<file path="config.mk">
export PLATFORM = sky130hd
export DESIGN_NAME = cmap_div
export DESIGN_NICKNAME = d
export VERILOG_FILES = /design/src/rtl/core/cmap_pkg.sv /design/src/rtl/core/cmap_div.sv
export SDC_FILE = /design/constraint.sdc
export NUM_CORES = 2
export LEC_CHECK = 0
export ABC_CLOCK_PERIOD_IN_PS = 6400
export BUFFER_PORTS_ARGS = -buffer_cell sky130_fd_sc_hd__buf_2
export CORE_MARGIN = 10
export CORE_UTILIZATION = 60
export DETAILED_ROUTE_END_ITERATION = 10
export PLACE_DENSITY = 0.76
export SETUP_SLACK_MARGIN = 0.4
export SLEW_MARGIN = 20
export SYNTH_ARGS = -nofsm -noshare
export SYNTH_HDL_FRONTEND = slang
export SYNTH_SLANG_ARGS = --single-unit
export TNS_END_PERCENT = 5
</file>
<file path="constraint.sdc">
create_clock -name clk -period 6.4 [get_ports clk]
set_clock_uncertainty 0.15 [all_clocks]
set_input_delay 1.28 -clock clk [delete_from_list [all_inputs] [get_ports clk]]
set_output_delay 1.28 -clock clk [all_outputs]
set_load 0.02 [all_outputs]
</file>
<file path="src/rtl/core/cmap_pkg.sv">
package cmap_pkg;

  // Width of the normalized fraction; 1.0 is one above the top fraction bit.
  localparam int unsigned NORM_BITS = 16;
  localparam int unsigned NORM_W    = NORM_BITS + 1;
  localparam logic [NORM_BITS:0] NORM_ONE = {1'b1, {NORM_BITS{1'b0}}};

  // Quarter-sine Horner coefficients, Q30, (pi/2)^k / k!
  localparam logic [30:0] SIN_C1 = 31'd1686629713;
  localparam logic [30:0] SIN_C3 = 31'd693598668;
  localparam logic [30:0] SIN_C5 = 31'd85569306;
  localparam logic [30:0] SIN_C7 = 31'd5026996;
  localparam logic [30:0] SIN_C9 = 31'd172272;

  // Curve codes; codes above CURVE_SINE act as linear.
  localparam logic [2:0] CURVE_LINEAR = 3'd0;
  localparam logic [2:0] CURVE_SQUARE = 3'd1;
  localparam logic [2:0] CURVE_SQRT   = 3'd2;
  localparam logic [2:0] CURVE_SMOOTH = 3'd3;
  localparam logic [2:0] CURVE_SINE   = 3'd4;

  // Configuration register indexes.
  localparam logic [2:0] REG_INPUT_LOW   = 3'd0;
  localparam logic [2:0] REG_INPUT_HIGH  = 3'd1;
  localparam logic [2:0] REG_CURVE_SHAPE = 3'd2;
  localparam logic [2:0] REG_OUTPUT_LOW  = 3'd3;
  localparam logic [2:0] REG_OUTPUT_HIGH = 3'd4;

  typedef logic [NORM_BITS:0] norm_t;

endpackage

</file>
<file path="src/rtl/core/cmap_div.sv">
module cmap_div
  import cmap_pkg::*;
#(
  parameter int VW = 32
) (
  input  logic          clk,
  input  logic          rst_n,
  input  logic          en,
  input  logic          in_valid,
  input  logic [VW:0]   in_num,
  input  logic [VW:0]   in_den,
  output logic          out_valid,
  output norm_t         out_t
);

  localparam int NB = NORM_BITS;

  logic          v_r    [0:NB];
  logic          zero_r [0:NB];
  logic          one_r  [0:NB];
  logic [VW-1:0] rem_r  [0:NB];
  logic [VW-1:0] ud_r   [0:NB];
  logic [NB-1:0] q_r    [0:NB];

  logic          num_neg;
  logic          den_neg;
  logic [VW:0]   un_full;
  logic [VW:0]   ud_full;
  logic          zero_nxt;
  logic          one_nxt;

  always_comb begin
    num_neg  = in_num[VW];
    den_neg  = in_den[VW];
    un_full  = num_neg ? (~in_num + 1'b1) : in_num;
    ud_full  = den_neg ? (~in_den + 1'b1) : in_den;
    zero_nxt = (in_den == '0) || (in_num == '0) || (num_neg != den_neg);
    one_nxt  = un_full[VW-1:0] >= ud_full[VW-1:0];
  end

  always_ff @(posedge clk) begin
    if (!rst_n) begin
      v_r[0] <= 1'b0;
    end else if (en) begin
      v_r[0] <= in_valid;
    end
    if (en) begin
      zero_r[0] <= zero_nxt;
      one_r[0]  <= one_nxt;
      rem_r[0]  <= un_full[VW-1:0];
      ud_r[0]   <= ud_full[VW-1:0];
      q_r[0]    <= '0;
    end
  end

  // One restoring quotient bit per stage.
  for (genvar k = 1; k <= NB; k++) begin : g_step
    logic [VW:0]   rem2;
    logic          ge;
    logic [VW:0]   diff;
    logic [VW-1:0] rem_nxt;

    always_comb begin
      rem2    = {rem_r[k-1], 1'b0};
      diff    = rem2 - {1'b0, ud_r[k-1]};
      ge      = rem2 >= {1'b0, ud_r[k-1]};
      rem_nxt = ge ? diff[VW-1:0] : rem2[VW-1:0];
    end

    always_ff @(posedge clk) begin
      if (!rst_n) begin
        v_r[k] <= 1'b0;
      end else if (en) begin
        v_r[k] <= v_r[k-1];
      end
      if (en) begin
        zero_r[k] <= zero_r[k-1];
        one_r[k]  <= one_r[k-1];
        rem_r[k]  <= rem_nxt;
        ud_r[k]   <= ud_r[k-1];
        q_r[k]    <= {q_r[k-1][NB-2:0], ge};
      end
    end
  end

  assign out_valid = v_r[NB];
  assign out_t     = zero_r[NB] ? '0 : (one_r[NB] ? NORM_ONE : {1'b0, q_r[NB]});

endmodule

</file>
Word level (Yosys, flattened, before mapping)
Memory sizes are Yosys's and may differ from the RTL's.
Cells that the tools add are included.
{"block": "totals", "regBits": 0, "ramBits": 1411, "out_inout_bits": 18, "wordCells": 107, "mem_count": 6}
{"memory": "rem_r", "words": 17, "width": 32, "rd": 16, "rd_ports_with_merged_regs": 0, "wr": 17, "line": "cmap_div.sv:21", "rtl": "logic [VW-1:0] rem_r [0:NB];"}
{"memory": "ud_r", "words": 17, "width": 32, "rd": 16, "rd_ports_with_merged_regs": 0, "wr": 17, "line": "cmap_div.sv:22", "rtl": "logic [VW-1:0] ud_r [0:NB];"}
{"memory": "q_r", "words": 17, "width": 16, "rd": 17, "rd_ports_with_merged_regs": 0, "wr": 17, "line": "cmap_div.sv:23", "rtl": "logic [NB-1:0] q_r [0:NB];"}
{"memory": "one_r", "words": 17, "width": 1, "rd": 17, "rd_ports_with_merged_regs": 0, "wr": 17, "line": "cmap_div.sv:20", "rtl": "logic one_r [0:NB];"}
{"memory": "v_r", "words": 17, "width": 1, "rd": 17, "rd_ports_with_merged_regs": 0, "wr": 17, "line": "cmap_div.sv:18", "rtl": "logic v_r [0:NB];"}
{"memory": "zero_r", "words": 17, "width": 1, "rd": 17, "rd_ports_with_merged_regs": 0, "wr": 17, "line": "cmap_div.sv:19", "rtl": "logic zero_r [0:NB];"}
{"block": "classes", "n_addsub": 18, "magnitude_cmp": 17, "n_eq_ne": 1, "muxes": 42, "bitwise": 19, "reduce_logical": 4}
{"op": "32-bit two-way mux", "count": 18}
{"op": "33-bit by 32-bit >= comparator with 1-bit output", "count": 16}
{"op": "32-bit subtractor", "count": 16}
{"op": "33-bit zero test", "count": 2}
{"op": "32-bit by 1-bit adder with 32-bit output (second input constant)", "count": 2}
{"op": "32-bit NOT", "count": 2}
{"op": "17-bit two-way mux", "count": 2}
{"op": "32-bit >= comparator", "count": 1}
{"op": "1-bit two-way mux", "count": 22}
{"op": "1-bit OR", "count": 17}
{"op": "1-bit logical OR", "count": 2}
{"op": "1-bit inequality test", "count": 1}

Logic depth before layout (Yosys ltp)
{"block": "depth", "ltp_word": 4, "mapped_depth": 22}

Least setup slack after synthesis
Ideal clock, no wire load.
{"block": "synth_timing", "path_kind": "input-to-reg", "start": "input port in_den[5]", "end": "memory one_r[0][0], data pin", "setup_time_ns": 0.266, "arrival_ns": 4.788, "t_required_ns": 5.984, "path_slack_ns": 1.196, "cell_stages": 20, "n_path_buf": 0, "path_cell_list": "or4_4 -> or3_4 -> or4_1 -> nand2b_1 -> o21a_1 -> a21oi_2 -> nand2_1 -> xor2_1 -> inv_1 -> ha_1 -> a21oi_1 -> nor2b_1 -> o21ai_0 -> nand2b_1 -> a21oi_1 -> nor2b_1 -> o21ai_0 -> nand2b_1 -> a211oi_1 -> o31ai_1"}
{"item": "from (decl)", "line": "cmap_div.sv:11", "rtl": "input logic [VW:0] in_den,"}
{"item": "to (decl)", "line": "cmap_div.sv:20"}

==> summary.txt <==
STA
  – Fin crit share: 78.3%
  – Fin worst setup slack: 1.39 ns
  – Setup TNS: 0 ns
  – Final hold vios: 0
  – RSZ-0062 raised after global routing: no
  – Min Hold Slack: between 0.2 and 0.3 ns
  – Slew Limit Fails: 0
  – Worst slew margin: 20.6%
  – Crit path time final: 5.01 ns
  – Max Fclk: 199 MHz
  – Final setup viols: 0
  – Slew @ Worst Pin: 1.18 ns

Run
  – Max-cap violations: 0

CTS
  – Num CTS Buffers: 136
  – Worst-path clk slew: 0.06 ns
  – Maximum clock path buffer count: 3
  – Clock root cell: clkbuf_16
  – Worst-Skew Late Latency: 0.79 ns
  – Post-CTS setup repair buffer count: 0
  – CTS tree: done
  – Max H-tree Level: 4
  – Post-CTS Hold Buffers: 0
  – Post-cts sizing count: 0
  – CTS sink cnt: 1211

Route
  – Drt total wl: 161000 um
  – Vias per inst: 5.98
  – Post-route DRC: 0
  – Routed Antenna Nets: 0
  – Drt wl/cell: between 20 and 25 um
  – DRT Pass-1 Iters: 7
  – Vias: 48098
  – DR iter-0 viols: approximately 3900

Synth
  – Synthesized instance count: approximately 6300
  – Post-synth cell types: 90
  – Share of Yosys cell area claimed by the top area cell type: between 50% and 60%
  – Register area share after synthesis: 51.4%
  – Mapped Area: just over 70000 um2
  – Primary FF master, synth: edfxtp_1
  – Post-synth EDFFs: between 1000 and 1500
  – Register bit total from synthesis: 1211
  – Ys async rst share: 0%
  – Mean Syn Cell Area: 11.2 um2
  – Top cells by area, synth: edfxtp_1 51%, ha_1 9.6%, a21oi_1 3.5%, inv_1 3.5%, xnor2_1 3.5%
  – Synth area leader: edfxtp_1
  – Net count after synthesis: 6938
  – Synth Warn #: 0

Finish
  – Non-Filler Instances: 8043
  – Layout area overhead: 9.41%
  – Final net count: ~7000
  – Share of cells above drive strength 1: 8.88%
  – Util after Layout: 66.3%
  – N_diodes: 0
  – Fin area: 77400 um2

Die
  – Core box area: around 120000 um2
  – Die H: between 300 and 400 um
  – Die area: roughly 130000 um2
  – Core Rows: 125
  – Die span in x: 363 um
  – Initial Utilization: about three fifths
  – IO Pins: 88

Global route
  – Largest net degree at the start of global routing: 176
  – Number of global-route vias before repair: around 47000
  – GRT overflow: 0
  – Initial antenna violation count: 1
  – GRT Util Overall: 23.9%
  – First-pass GRT wire length: 252000 um

Setup path
  – Critical Path Sink Type: flip-flop
  – Worst path required time: between 6 and 7 ns
  – Crit-path max FO: 5
  – Worst Setup Start Kind: input pin
  – CP Class: in2reg
  – Worst Path Arrival: 5.39 ns

Run status
  – Outcome: completed

Power
  – Worst vdd ir: 0.000367 V
  – Leak: between 30 and 40 nW
  – Pwr Density: 504 nW/um2
  – Tot Pwr: 39.0 mW

Placed design
  – Post-place setup slack: 0.629 ns
  – Dpl cells: 7792
  – I/O Buffers: 87
  – Routability cong.: 0.923
  – Post-DP HPWL: ~120000 um
  – Placement Cell Area: 72700 um2

Hold path
  – Hold crit path type: reg2reg
==> sequential cells by signal, indices dropped and copies added (netlist names) <==
name,cells
zero_r,17
ud_r,512
q_r,136
v_r,17
rem_r,512
one_r,17
==> final cells by class <==
| cell class | instances | area (um2) |
|---|---|---|
| clock buffers | 172 | 3600 |
| clock inverters | 79 | 1050 |
| fillers | 8737 | 39300 |
| inverters | 665 | 2500 |
| multi-input cells | 4273 | 31200 |
| flip-flops and latches | 1211 | 36400 |
| well taps | 1524 | 1910 |
| repair buffers | 119 | 761 |
==> critical path, cell delays in order <==
cell	delay, ns
buf_2	0.12
or4_4	0.55
or3_4	0.37
or4_1	0.46
nand2b_1	0.26
o21a_1	0.26
a21oi_2	0.16
nand2_1	0.08
xor2_1	0.18
inv_1	0.07
ha_1	0.29
a21oi_1	0.16
nor2b_1	0.07
o21ai_0	0.14
nand2b_1	0.08
a21oi_1	0.16
nor2b_1	0.06
o21ai_0	0.21
nand2b_1	0.09
a211oi_1	0.24
o31ai_1	0.10
==> Yosys cell counts (all sizes together), types with 104 or more instances <==
library cell / count
a21oi: 502
nand4: 104
xor2: 164
clkbuf: 106
ha: 545
o21ai: 365
nand2: 352
a21o: 262
edfxtp: 1210
nor2: 352
inv: 665
mux2: 259
xnor2: 284
==> path summary, 6_finish.rpt <==
check / from / cells past startpoint / slack, ns / end
setup / recovery: in_den[5] / 21 / 1.39 / one_r[0][0]
hold / removal: q_r[0][167] / 0 / 0.26 / q_r[0][184]
setup reg to reg: ud_r[0][321] / 13 / 1.65 / rem_r[0][382]
hold reg to reg: q_r[0][167] / 0 / 0.26 / q_r[0][184]
==> where the power goes <==
part	internal [mW]	switching (mW)
registers	11.8	1.26
clock network	4.61	3.34
logic	7.77	10.2
total	24.2	14.8
==> cells in the final DEF (no fill, tap or decap), types with 20 or more instances in the layout <==
| cell | instances |
|---|---|
| nand2_1 | 351 |
| clkbuf_1 | 31 |
| o31ai_1 | 44 |
| inv_1 | 663 |
| nand4_1 | 104 |
| nand2b_1 | 64 |
| a31oi_1 | 51 |
| a21o_1 | 262 |
| or2_2 | 31 |
| o21bai_1 | 65 |
| nor3_1 | 77 |
| o21ai_0 | 351 |
| mux2_1 | 78 |
| and2_1 | 43 |
| buf_4 | 26 |
| mux2_2 | 181 |
| buf_2 | 86 |
| nor2_1 | 352 |
| nor4_1 | 20 |
| or3_1 | 25 |
| nand3_1 | 94 |
| o211ai_1 | 24 |
| ha_1 | 545 |
| nor2b_1 | 69 |
| clkbuf_16 | 137 |
| xor2_1 | 164 |
| edfxtp_1 | 1210 |
| and3_1 | 50 |
| xnor2_1 | 284 |
| a21oi_1 | 501 |
| o31a_1 | 27 |
| o21a_1 | 100 |
| a211oi_1 | 42 |
==> kinds of logic (layout without fill, tap and decap cells) <==
family	Yosys count	in the layout	share of synthesized area (%)
adder cells (fa/ha/maj)	560	560	10.1
AND/OR/NAND/NOR	1341	1341	9.26
buffers and inverters	824	1035	4.55
XOR/XNOR	448	448	5.55
AO/OA/AOI/OAI	1649	1649	14.8
flip-flops	1211	1211	51.4
multiplexers	275	275	4.35
==> metal layers <==
metal | up-vias | track usage, % | share of wire [%]
li1 | 23374 | - | -
met1 | 23060 | 29.4 | 41
met2 | 1329 | 42.4 | 50
met3 | 335 | 3.31 | 5.2
met4 | 0 | 9.31 | 3.7
met5 | - | 0 | 0
Note: power is estimated with default switching activity, not from simulation.
